File: src/rtl/core/bdch_pkg.sv
package bdch_pkg;

  // Width of the time base; only the low TIME_W bits of the timestamp are used.
  localparam int TIME_W = 32;
  localparam int NBTN   = 3;
  localparam int DB_W   = 10;
  localparam int HOLD_W = 16;
  localparam int CFG_W  = 16;
  localparam int IDX_W  = 3;

  typedef logic [TIME_W-1:0] time_t;

  // Commands carried by an input item.
  localparam logic [1:0] CMD_POLL  = 2'd0;
  localparam logic [1:0] CMD_HELD  = 2'd1;
  localparam logic [1:0] CMD_COMBO = 2'd2;

  // Button and event codes.
  localparam logic [1:0] EV_NONE   = 2'd0;
  localparam logic [1:0] EV_UP     = 2'd1;
  localparam logic [1:0] EV_DOWN   = 2'd2;
  localparam logic [1:0] EV_SELECT = 2'd3;

  localparam logic [1:0] BTN_CODE [NBTN] = '{EV_UP, EV_DOWN, EV_SELECT};
  localparam int SEL_IDX = 2;

  // Configuration register indexes.
  localparam logic [IDX_W-1:0] CFG_COMBO_FIRST  = 3'd0;
  localparam logic [IDX_W-1:0] CFG_COMBO_SECOND = 3'd1;
  localparam logic [IDX_W-1:0] CFG_COMBO_HOLD   = 3'd2;
  localparam logic [IDX_W-1:0] CFG_DEBOUNCE     = 3'd3;
  localparam logic [IDX_W-1:0] CFG_LONG_HOLD    = 3'd4;
  localparam logic [IDX_W-1:0] CFG_COMBO_WINDOW = 3'd5;
  localparam logic [IDX_W-1:0] CFG_SELECT_FIRE  = 3'd6;

  // Register values after reset.
  localparam logic [DB_W-1:0]   DEBOUNCE_RST     = 10'd20;
  localparam logic [HOLD_W-1:0] LONG_HOLD_RST    = 16'd500;
  localparam logic [HOLD_W-1:0] COMBO_WINDOW_RST = 16'd100;
  localparam logic [HOLD_W-1:0] SELECT_FIRE_RST  = 16'd200;

  // Stored state of one button.
  typedef struct packed {
    time_t last_edge;
    time_t press_begin;
    logic  level;
    logic  released;
    logic  held_done;
    logic  short_pend;
    logic  armed;
    logic  sel_fired;
  } btn_reg_t;

  // Status of one button handed from the per-button logic to the top level.
  typedef struct packed {
    logic  stable_now;
    logic  start;
    logic  cur_stable;
    time_t cur_press_el;
    time_t mid_press_el;
  } btn_stat_t;

endpackage

File: src/rtl/core/bdch_btn.sv
module bdch_btn import bdch_pkg::*; (
  input  logic             raw_i,
  input  time_t            now_i,
  input  btn_reg_t         cur_i,
  input  logic [DB_W-1:0]  debounce_i,
  input  logic             in_combo_i,
  output btn_reg_t         mid_o,
  output btn_stat_t        stat_o
);

  time_t edge_el;
  time_t press_el;
  time_t mid_edge_el;
  time_t db_ext;
  logic  chg;
  logic  stable_lvl;

  // Debounce, arming and press detection for one button within a poll.
  always_comb begin
    db_ext      = {{(TIME_W-DB_W){1'b0}}, debounce_i};
    chg         = (raw_i != cur_i.level);
    edge_el     = now_i - cur_i.last_edge;
    press_el    = now_i - cur_i.press_begin;
    mid_edge_el = chg ? '0 : edge_el;
    stable_lvl  = (mid_edge_el >= db_ext);

    mid_o = cur_i;
    if (chg) begin
      mid_o.level     = raw_i;
      mid_o.last_edge = now_i;
      mid_o.held_done = 1'b0;
    end
    if (mid_o.level && stable_lvl) begin
      mid_o.armed = 1'b1;
    end

    stat_o.stable_now = !mid_o.level && stable_lvl;
    stat_o.start      = stat_o.stable_now && cur_i.released && mid_o.armed;

    if (stat_o.start) begin
      mid_o.released    = 1'b0;
      mid_o.press_begin = now_i;
      mid_o.sel_fired   = 1'b0;
      if (in_combo_i) begin
        mid_o.short_pend = 1'b1;
      end
    end
    if (!stat_o.stable_now) begin
      mid_o.released   = 1'b1;
      mid_o.short_pend = 1'b0;
    end

    // Views on the state as it stood before this item, for the held query, and the press time after it.
    stat_o.cur_stable   = !cur_i.level && (edge_el >= db_ext);
    stat_o.cur_press_el = press_el;
    stat_o.mid_press_el = stat_o.start ? '0 : press_el;
  end

endmodule

File: src/rtl/core/button_debounce_combo_hold_core.sv
// Channel  | Direction | Handshake                 | Payload
// input    | in        | in_valid_i / in_stall_o   | cmd, now_ms, raw_up/down/select, query_button
// result   | out       | out_valid_o / out_stall_i | event_res, flag
// config   | in        | cfg_valid_i / cfg_ready_o | cfg_index_i, cfg_data_i
//
// One item per clock cycle sustained while the result side is not stalled; each item passes
// through the input register and then the result register, with the state update of all
// three buttons between the two.
// Reset clears the button and combo state and loads the register defaults.
// A stalled result holds; the input register keeps taking items until it is full.
// Configuration writes are always taken (cfg_ready_o is tied high).
module button_debounce_combo_hold_core import bdch_pkg::*; (
  input  logic              clk_i,
  input  logic              rst_ni,
  input  logic              in_valid_i,
  output logic              in_stall_o,
  input  logic [1:0]        cmd_i,
  input  logic [31:0]       now_ms_i,
  input  logic              raw_up_i,
  input  logic              raw_down_i,
  input  logic              raw_select_i,
  input  logic [1:0]        query_button_i,
  output logic              out_valid_o,
  input  logic              out_stall_i,
  output logic [1:0]        event_res_o,
  output logic              flag_o,
  input  logic              cfg_valid_i,
  output logic              cfg_ready_o,
  input  logic [IDX_W-1:0]  cfg_index_i,
  input  logic [CFG_W-1:0]  cfg_data_i
);

  // Input register.
  logic             s1_valid_q, s1_valid_d;
  logic [1:0]       cmd_q;
  time_t            now_q;
  logic [NBTN-1:0]  raw_q;
  logic [1:0]       qb_q;

  // Result register.
  logic             out_valid_q, out_valid_d;
  logic [1:0]       ev_q, ev_d;
  logic             flag_q, flag_d;

  // Configuration registers.
  logic [1:0]        combo_first_q, combo_first_d;
  logic [1:0]        combo_second_q, combo_second_d;
  logic [HOLD_W-1:0] combo_hold_q, combo_hold_d;
  logic [DB_W-1:0]   debounce_q, debounce_d;
  logic [HOLD_W-1:0] long_hold_q, long_hold_d;
  logic [HOLD_W-1:0] combo_window_q, combo_window_d;
  logic [HOLD_W-1:0] select_fire_q, select_fire_d;

  // Button and combo state.
  btn_reg_t   btn_q [NBTN];
  btn_reg_t   btn_d [NBTN];
  btn_reg_t   btn_mid [NBTN];
  btn_stat_t  stat [NBTN];
  time_t      combo_since_q, combo_since_d;
  logic       combo_intent_q, combo_intent_d;
  logic       combo_latched_q, combo_latched_d;
  logic       combo_taken_q, combo_taken_d;

  logic            in_fire, s1_adv, cfg_fire;
  logic [NBTN-1:0] sel_a, sel_b, sel_q, in_combo, stop, en, dp, held_hit;
  logic            combo_on, combo_both;
  time_t           combo_el;

  // Handshakes: the input register advances whenever the result register is free.
  assign s1_adv      = s1_valid_q && (!out_valid_q || !out_stall_i);
  assign in_stall_o  = s1_valid_q && !s1_adv;
  assign in_fire     = in_valid_i && !in_stall_o;
  assign cfg_ready_o = 1'b1;
  assign cfg_fire    = cfg_valid_i;

  assign s1_valid_d  = in_fire ? 1'b1 : (s1_adv ? 1'b0 : s1_valid_q);
  assign out_valid_d = s1_adv ? 1'b1 : ((out_valid_q && !out_stall_i) ? 1'b0 : out_valid_q);

  assign out_valid_o = out_valid_q;
  assign event_res_o = ev_q;
  assign flag_o      = flag_q;

  // Per-button decode of the combo and query selections.
  always_comb begin
    for (int i = 0; i < NBTN; i++) begin
      sel_a[i]    = (combo_first_q == BTN_CODE[i]);
      sel_b[i]    = (combo_second_q == BTN_CODE[i]);
      sel_q[i]    = (qb_q == BTN_CODE[i]);
      in_combo[i] = (combo_hold_q != '0) && (sel_a[i] || sel_b[i]);
    end
  end

  // Per-button poll logic.
  for (genvar g = 0; g < NBTN; g++) begin : g_btn
    bdch_btn u_btn (
      .raw_i      (raw_q[g]),
      .now_i      (now_q),
      .cur_i      (btn_q[g]),
      .debounce_i (debounce_q),
      .in_combo_i (in_combo[g]),
      .mid_o      (btn_mid[g]),
      .stat_o     (stat[g])
    );
  end

  // A non-combo press of up or down ends the poll there.
  always_comb begin
    for (int i = 0; i < NBTN; i++) begin
      dp[i]       = stat[i].stable_now;
      stop[i]     = stat[i].start && !in_combo[i] && (i != SEL_IDX);
      held_hit[i] = stat[i].cur_stable && !btn_q[i].held_done &&
                    (stat[i].cur_press_el >= {{(TIME_W-HOLD_W){1'b0}}, long_hold_q});
    end
    en[0] = 1'b1;
    en[1] = !stop[0];
    en[2] = !stop[0] && !stop[1];
  end

  assign combo_on   = (combo_first_q != '0) && (combo_second_q != '0) && (combo_hold_q != '0);
  assign combo_both = (|(sel_a & dp)) && (|(sel_b & dp));
  assign combo_el   = now_q - combo_since_q;

  // State update for one item, then configuration writes.
  always_comb begin
    logic found;
    found           = 1'b0;
    btn_d           = btn_q;
    combo_since_d   = combo_since_q;
    combo_intent_d  = combo_intent_q;
    combo_latched_d = combo_latched_q;
    combo_taken_d   = combo_taken_q;
    ev_d            = ev_q;
    flag_d          = flag_q;
    combo_first_d   = combo_first_q;
    combo_second_d  = combo_second_q;
    combo_hold_d    = combo_hold_q;
    debounce_d      = debounce_q;
    long_hold_d     = long_hold_q;
    combo_window_d  = combo_window_q;
    select_fire_d   = select_fire_q;

    if (s1_adv) begin
      ev_d   = EV_NONE;
      flag_d = 1'b0;
      case (cmd_q)
        CMD_POLL: begin
          for (int i = 0; i < NBTN; i++) begin
            if (en[i]) begin
              btn_d[i] = btn_mid[i];
            end
          end
          if (stop[0]) begin
            ev_d = EV_UP;
          end else if (stop[1]) begin
            ev_d = EV_DOWN;
          end else begin
            // Combo hold tracking.
            if (combo_on) begin
              if (combo_both) begin
                if (!combo_intent_q) begin
                  combo_intent_d  = 1'b1;
                  combo_since_d   = now_q;
                  combo_latched_d = 1'b0;
                  combo_taken_d   = 1'b0;
                end else if (!combo_latched_q &&
                             (combo_el >= {{(TIME_W-HOLD_W){1'b0}}, combo_hold_q})) begin
                  combo_latched_d = 1'b1;
                  combo_taken_d   = 1'b0;
                end
                for (int i = 0; i < NBTN; i++) begin
                  if (sel_a[i] || sel_b[i]) begin
                    btn_d[i].short_pend = 1'b0;
                  end
                end
              end else begin
                combo_intent_d = 1'b0;
              end
            end
            // Deferred short presses, lowest button first.
            for (int i = 0; i < NBTN; i++) begin
              if (!found && btn_d[i].short_pend &&
                  (stat[i].mid_press_el >= {{(TIME_W-HOLD_W){1'b0}}, combo_window_q})) begin
                btn_d[i].short_pend = 1'b0;
                ev_d  = BTN_CODE[i];
                found = 1'b1;
              end
            end
            // Hold-to-fire select.
            if (!found && !btn_d[SEL_IDX].released && !btn_d[SEL_IDX].sel_fired &&
                dp[SEL_IDX] &&
                (stat[SEL_IDX].mid_press_el >= {{(TIME_W-HOLD_W){1'b0}}, select_fire_q})) begin
              btn_d[SEL_IDX].sel_fired = 1'b1;
              ev_d = EV_SELECT;
            end
          end
        end
        CMD_HELD: begin
          if (|(sel_q & held_hit)) begin
            flag_d = 1'b1;
            for (int i = 0; i < NBTN; i++) begin
              if (sel_q[i]) begin
                btn_d[i].held_done = 1'b1;
              end
            end
          end
        end
        CMD_COMBO: begin
          if (combo_latched_q && !combo_taken_q) begin
            combo_taken_d = 1'b1;
            flag_d        = 1'b1;
          end
        end
        default: begin
        end
      endcase
    end

    // Writing any combo register clears the combo latch.
    if (cfg_fire) begin
      case (cfg_index_i)
        CFG_COMBO_FIRST: begin
          combo_first_d   = cfg_data_i[1:0];
          combo_intent_d  = 1'b0;
          combo_latched_d = 1'b0;
          combo_taken_d   = 1'b1;
        end
        CFG_COMBO_SECOND: begin
          combo_second_d  = cfg_data_i[1:0];
          combo_intent_d  = 1'b0;
          combo_latched_d = 1'b0;
          combo_taken_d   = 1'b1;
        end
        CFG_COMBO_HOLD: begin
          combo_hold_d    = cfg_data_i[HOLD_W-1:0];
          combo_intent_d  = 1'b0;
          combo_latched_d = 1'b0;
          combo_taken_d   = 1'b1;
        end
        CFG_DEBOUNCE:     debounce_d     = cfg_data_i[DB_W-1:0];
        CFG_LONG_HOLD:    long_hold_d    = cfg_data_i[HOLD_W-1:0];
        CFG_COMBO_WINDOW: combo_window_d = cfg_data_i[HOLD_W-1:0];
        CFG_SELECT_FIRE:  select_fire_d  = cfg_data_i[HOLD_W-1:0];
        default: begin
        end
      endcase
    end
  end

  // Control, configuration and button state registers.
  always_ff @(posedge clk_i or negedge rst_ni) begin
    if (!rst_ni) begin
      s1_valid_q      <= 1'b0;
      out_valid_q     <= 1'b0;
      combo_first_q   <= '0;
      combo_second_q  <= '0;
      combo_hold_q    <= '0;
      debounce_q      <= DEBOUNCE_RST;
      long_hold_q     <= LONG_HOLD_RST;
      combo_window_q  <= COMBO_WINDOW_RST;
      select_fire_q   <= SELECT_FIRE_RST;
      combo_since_q   <= '0;
      combo_intent_q  <= 1'b0;
      combo_latched_q <= 1'b0;
      combo_taken_q   <= 1'b1;
      for (int i = 0; i < NBTN; i++) begin
        btn_q[i].last_edge   <= '0;
        btn_q[i].press_begin <= '0;
        btn_q[i].level       <= 1'b1;
        btn_q[i].released    <= 1'b1;
        btn_q[i].held_done   <= 1'b0;
        btn_q[i].short_pend  <= 1'b0;
        btn_q[i].armed       <= (i != SEL_IDX);
        btn_q[i].sel_fired   <= 1'b0;
      end
    end else begin
      s1_valid_q      <= s1_valid_d;
      out_valid_q     <= out_valid_d;
      combo_first_q   <= combo_first_d;
      combo_second_q  <= combo_second_d;
      combo_hold_q    <= combo_hold_d;
      debounce_q      <= debounce_d;
      long_hold_q     <= long_hold_d;
      combo_window_q  <= combo_window_d;
      select_fire_q   <= select_fire_d;
      combo_since_q   <= combo_since_d;
      combo_intent_q  <= combo_intent_d;
      combo_latched_q <= combo_latched_d;
      combo_taken_q   <= combo_taken_d;
      btn_q           <= btn_d;
    end
  end

  // Payload registers.
  always_ff @(posedge clk_i) begin
    if (in_fire) begin
      cmd_q <= cmd_i;
      now_q <= now_ms_i[TIME_W-1:0];
      raw_q <= {raw_select_i, raw_down_i, raw_up_i};
      qb_q  <= query_button_i;
    end
    ev_q   <= ev_d;
    flag_q <= flag_d;
  end

  // Checks on the pipeline and the combo and arming state.
  a_stall_only_when_full: assert property (@(posedge clk_i) disable iff (!rst_ni)
    in_stall_o |-> (out_valid_q && out_stall_i)) else $error("input stalled with room");

  a_result_follows: assert property (@(posedge clk_i) disable iff (!rst_ni)
    s1_adv |=> out_valid_q) else $error("advanced item gave no result");

  a_one_answer: assert property (@(posedge clk_i) disable iff (!rst_ni)
    out_valid_q |-> !(flag_q && (ev_q != EV_NONE))) else $error("event and flag both set");

  a_combo_write_clears: assert property (@(posedge clk_i) disable iff (!rst_ni)
    (cfg_fire && ((cfg_index_i == CFG_COMBO_FIRST) || (cfg_index_i == CFG_COMBO_SECOND) ||
                  (cfg_index_i == CFG_COMBO_HOLD)))
    |=> (!combo_latched_q && combo_taken_q)) else $error("combo write left latch set");

  a_select_arm_sticks: assert property (@(posedge clk_i) disable iff (!rst_ni)
    btn_q[SEL_IDX].armed |=> btn_q[SEL_IDX].armed) else $error("select lost its arming");

endmodule

File: config.mk
export PLATFORM = sky130hd
export DESIGN_NAME = button_debounce_combo_hold_core
export DESIGN_NICKNAME = d
export VERILOG_FILES = /design/src/rtl/core/bdch_pkg.sv /design/src/rtl/core/bdch_btn.sv /design/src/rtl/core/button_debounce_combo_hold_core.sv
export SDC_FILE = /design/constraint.sdc
export NUM_CORES = 1
export LEC_CHECK = 0
export BUFFER_PORTS_ARGS = -buffer_cell sky130_fd_sc_hd__buf_4
export CORE_ASPECT_RATIO = 0.5
export CORE_UTILIZATION = 65
export CTS_BUF_LIST = sky130_fd_sc_hd__clkbuf_8
export DETAILED_ROUTE_END_ITERATION = 6
export GPL_TIMING_DRIVEN = 0
export HOLD_SLACK_MARGIN = 0.08
export MAX_ROUTING_LAYER = met4
export PLACE_DENSITY = 0.82
export SLEW_MARGIN = 20
export SYNTH_ARGS = -nofsm -noshare
export SYNTH_HDL_FRONTEND = slang
export SYNTH_SLANG_ARGS = --single-unit
File: constraint.sdc
create_clock -name clk_i -period 7.7 [get_ports clk_i]
set_input_delay 0.77 -clock clk_i [delete_from_list [all_inputs] [get_ports clk_i]]
set_output_delay 0.77 -clock clk_i [all_outputs]
set_load 0.02 [all_outputs]
==> flow_metrics.env <==
export IMPL_syn_nets=4206
export IMPL_portBuffers=65
export IMPL_drt_initial_drc_count=3272
export IMPL_finClkSkew_ns=0.0419
export IMPL_grt_pass1_vias=28100
export IMPL_numCtsBuffers=57
export IMPL_fmax_mhz=132
export IMPL_design_area_um2=36100
export IMPL_multi_input_area_um2=21300
export IMPL_yosys_warnings=0
export IMPL_max_stage_delay_ns=0.58
export IMPL_synth_edff_count=42
export IMPL_worstPathArrival_ns=8.16
export IMPL_syn_area_per_cell_um2=8.64
export IMPL_yosysSeqAreaShare_pct=29.1
export IMPL_ys_ff_latch=365
export IMPL_cp_start_kind="flop"
export IMPL_finalCritPeriodShare_pct=98.4
export IMPL_ir_drop_mv=0.314
export IMPL_required_ns=8.28
export IMPL_relSlewSlack_pct=18.6
export IMPL_fin_crit_ns=7.58
export IMPL_max_cap_violations=0
export IMPL_cts_sinks=365
export IMPL_grtUsageMet2_pct=58.8
export IMPL_outcome="finished, final reports clean"
export IMPL_final_nets=4419
export IMPL_crit_buf_inv=4
export IMPL_hold_viol=0
export IMPL_wire_per_inst_um=22.7
export IMPL_top_usage_layer="met1"
export IMPL_die_area_um2=50400
export IMPL_use_met1_pct=59.2
export IMPL_cts_root_buf="clkbuf_8"
export IMPL_drive_gt1_share_pct=13.4
export IMPL_post_synth_top_count_cell="ha_1"
export IMPL_synthFlopType="dfrtp_1"
export IMPL_die_w_um=317
export IMPL_p_per_area_nw_per_um2=457
export IMPL_finalMaxSlewViolations=0
export IMPL_yosysTopAreaCell="dfrtp_1"
export IMPL_gp_congestion=1.03
export IMPL_synth_top_area_share_pct=23.3
export IMPL_total_power_w=0.0165
export IMPL_setup_viol=0
export IMPL_num_rows=57
export IMPL_antenna_found_initial=10
export IMPL_drt_wl_total_mm=105
export IMPL_grt_start_max_net_pins=92
export IMPL_synth_cell_type_count=100
export IMPL_ant_nets=0
export IMPL_seqCellArea_um2=9370
export IMPL_crit_path_end_kind="flop"
export IMPL_via_per_inst=6.48
export IMPL_htree_levels=2
export IMPL_clk_pin_slew_ns=0.08
export IMPL_start_util_pct=66.0
export IMPL_crit_path_top_delay_cell="edfxtp_1"
export IMPL_cts_tree="done"
export IMPL_dp_hpwl_mm=76.1
export IMPL_critPathMaxFanout=10
export IMPL_grt_overflow=0
export IMPL_synth_area_um2=32200
export IMPL_grt_setup_unrepaired="yes"
export IMPL_place_area_um2=33700
export IMPL_fill_cells=3636
export IMPL_criticalPathCategory="reg -> reg"
export IMPL_cp_top_family="compound AO/OA/AOI/OAI gates"
export IMPL_synth_area_top_cells="dfrtp_1 (23%), ha_1 (16%), mux2_2 (5.3%), o21ai_0 (4.6%), inv_1 (4.2%)"
export IMPL_syn_inst=3722
export IMPL_synthToLayoutAreaGrowth_pct=12.1
export IMPL_tightest_slew_ns=1.22
export IMPL_leakagePower_nw=16.7
export IMPL_drc=0
export IMPL_num_vias=30100
export IMPL_hold_path_class="in -> reg"
export IMPL_grt_use_total_pct=42.1
export IMPL_clkLatencyLatePin_ns=0.70
export IMPL_clk_path_buf_depth=3
export IMPL_ys_async_sr_fraction_pct=88.5
export IMPL_met3_usage_pct=11.4
export IMPL_ys_top_cells_by_count="ha_1 (414), inv_1 (362), nand2_1 (318)"
export IMPL_core_um2=48700
export IMPL_die_h_um=159
export IMPL_grt_pass1_wl_mm=158
export IMPL_num_io_pins=69
export IMPL_drt_pass1_iterations=6
-- registers in the layout, indices dropped and copies added (netlist names), 3 cells and up --
| signal | cells |
|---|---|
| combo_since_q | 32 |
| debounce_q | 10 |
| combo_hold_q | 16 |
| now_q | 32 |
| raw_q | 3 |
| btn_q | 208 |
| select_fire_q | 16 |
| combo_window_q | 16 |
| long_hold_q | 16 |
-- layout make-up --
| cell class | count | area share [%] |
|---|---|---|
| multi-input cells | 2881 | 59.0 |
| flip-flops and latches | 365 | 26.0 |
| repair buffers | 156 | 3.93 |
| inverters | 362 | 3.78 |
| clock buffers | 67 | 2.56 |
| well taps | 649 | 2.25 |
| plain buffers | 112 | 1.33 |
| clock inverters | 41 | 1.07 |
| diodes | 9 | 0.0625 |
-- per-layer routing --
| layer | part of all wire, % | wire length, um |
|---|---|---|
| met2 | 41 | 43100 |
| met5 | 0 | 0 |
| met1 | 43 | 45600 |
| met4 | 3.1 | 3210 |
| met3 | 13 | 13200 |
-- kinds of logic (layout without fill, tap and decap cells) --
group,count (synthesis),in the layout,share of synthesized area [%]
adder cells (fa/ha/maj),421,421,16.5
XOR/XNOR,124,124,3.38
flip-flops,365,365,29.1
buffers and inverters,476,738,5.72
multiplexers,200,200,6.92
other,1,10,0.0117
AND/OR/NAND/NOR,1027,1027,16.0
AO/OA/AOI/OAI,1108,1108,22.3
-- power breakdown --
group          total [W]  internal (W)  switching, W
clock network    0.00196       0.00104      0.000919
logic             0.0115       0.00468       0.00681
registers        0.00302       0.00268      0.000339
total             0.0165       0.00839       0.00807
-- timing repair --
item	4_1_cts	5_1_grt
pin swaps	2	19
hold buffers	1	0
setup buffers	65	17
hold endpoints to repair	28	0
setup endpoints to repair	16	6
resized for setup	21	53
-- worst paths after layout --
| check | slack, ns | depth (start not counted) | start | endpoint |
|---|---|---|---|---|
| max | 0.12 | 32 | now_q[0]$_DFFE_PP_ | btn_q[2]$_DFFE_PN0P_ |
| min | 0.25 | 1 | raw_down_i | raw_q[1]$_DFFE_PP_ |
| max reg2reg | 0.12 | 32 | now_q[0]$_DFFE_PP_ | btn_q[2]$_DFFE_PN0P_ |
| min reg2reg | 0.48 | 1 | btn_q[1]$_DFFE_PN0P_ | btn_q[1]$_DFFE_PN0P_ |
| max in group asynchronous | 5.73 | 5 | rst_ni | btn_q[175]$_DFFE_PN0P_ |
| min in group asynchronous | 0.53 | 2 | rst_ni | btn_q[43]$_DFFE_PN0P_ |
-- placed cells by master, fill, tap and decap left out, drive strengths merged, types with 20 or more instances in the layout --
cell type	instances
o21ai	306
a2111oi	21
nand3	71
nand2	320
nor2	185
o21a	52
dfstp	23
a31oi	32
and2	68
mux2	178
edfxtp	42
xnor2	79
o211ai	35
dfrtp	300
inv	378
nor4	27
a21o	139
xor2	45
a211oi	45
and3	29
ha	414
clkbuf	154
nand4	41
nand2b	55
mux2i	22
buf	180
a21oi	256
nor2b	71
a211o	20
or3	23
nor3	67
-- stage by stage --
step           hold WS (ns)  cells  worst slack (ns)  util, %  TNS [ns]
2_1_floorplan         0.442   3722              1.10        -         0
3_3_place_gp          0.453   4436             -1.80     68.7    -11.61
3_5_place_dp          0.459   4444             -1.65     69.1     -8.65
4_1_cts               0.227   4617            0.0355     73.1         0
5_1_grt               0.227   4642            -0.107     74.0    -0.246
6_report              0.249   4642             0.124     74.0         0
No activity file was read; power rests on OpenSTA's default activity.
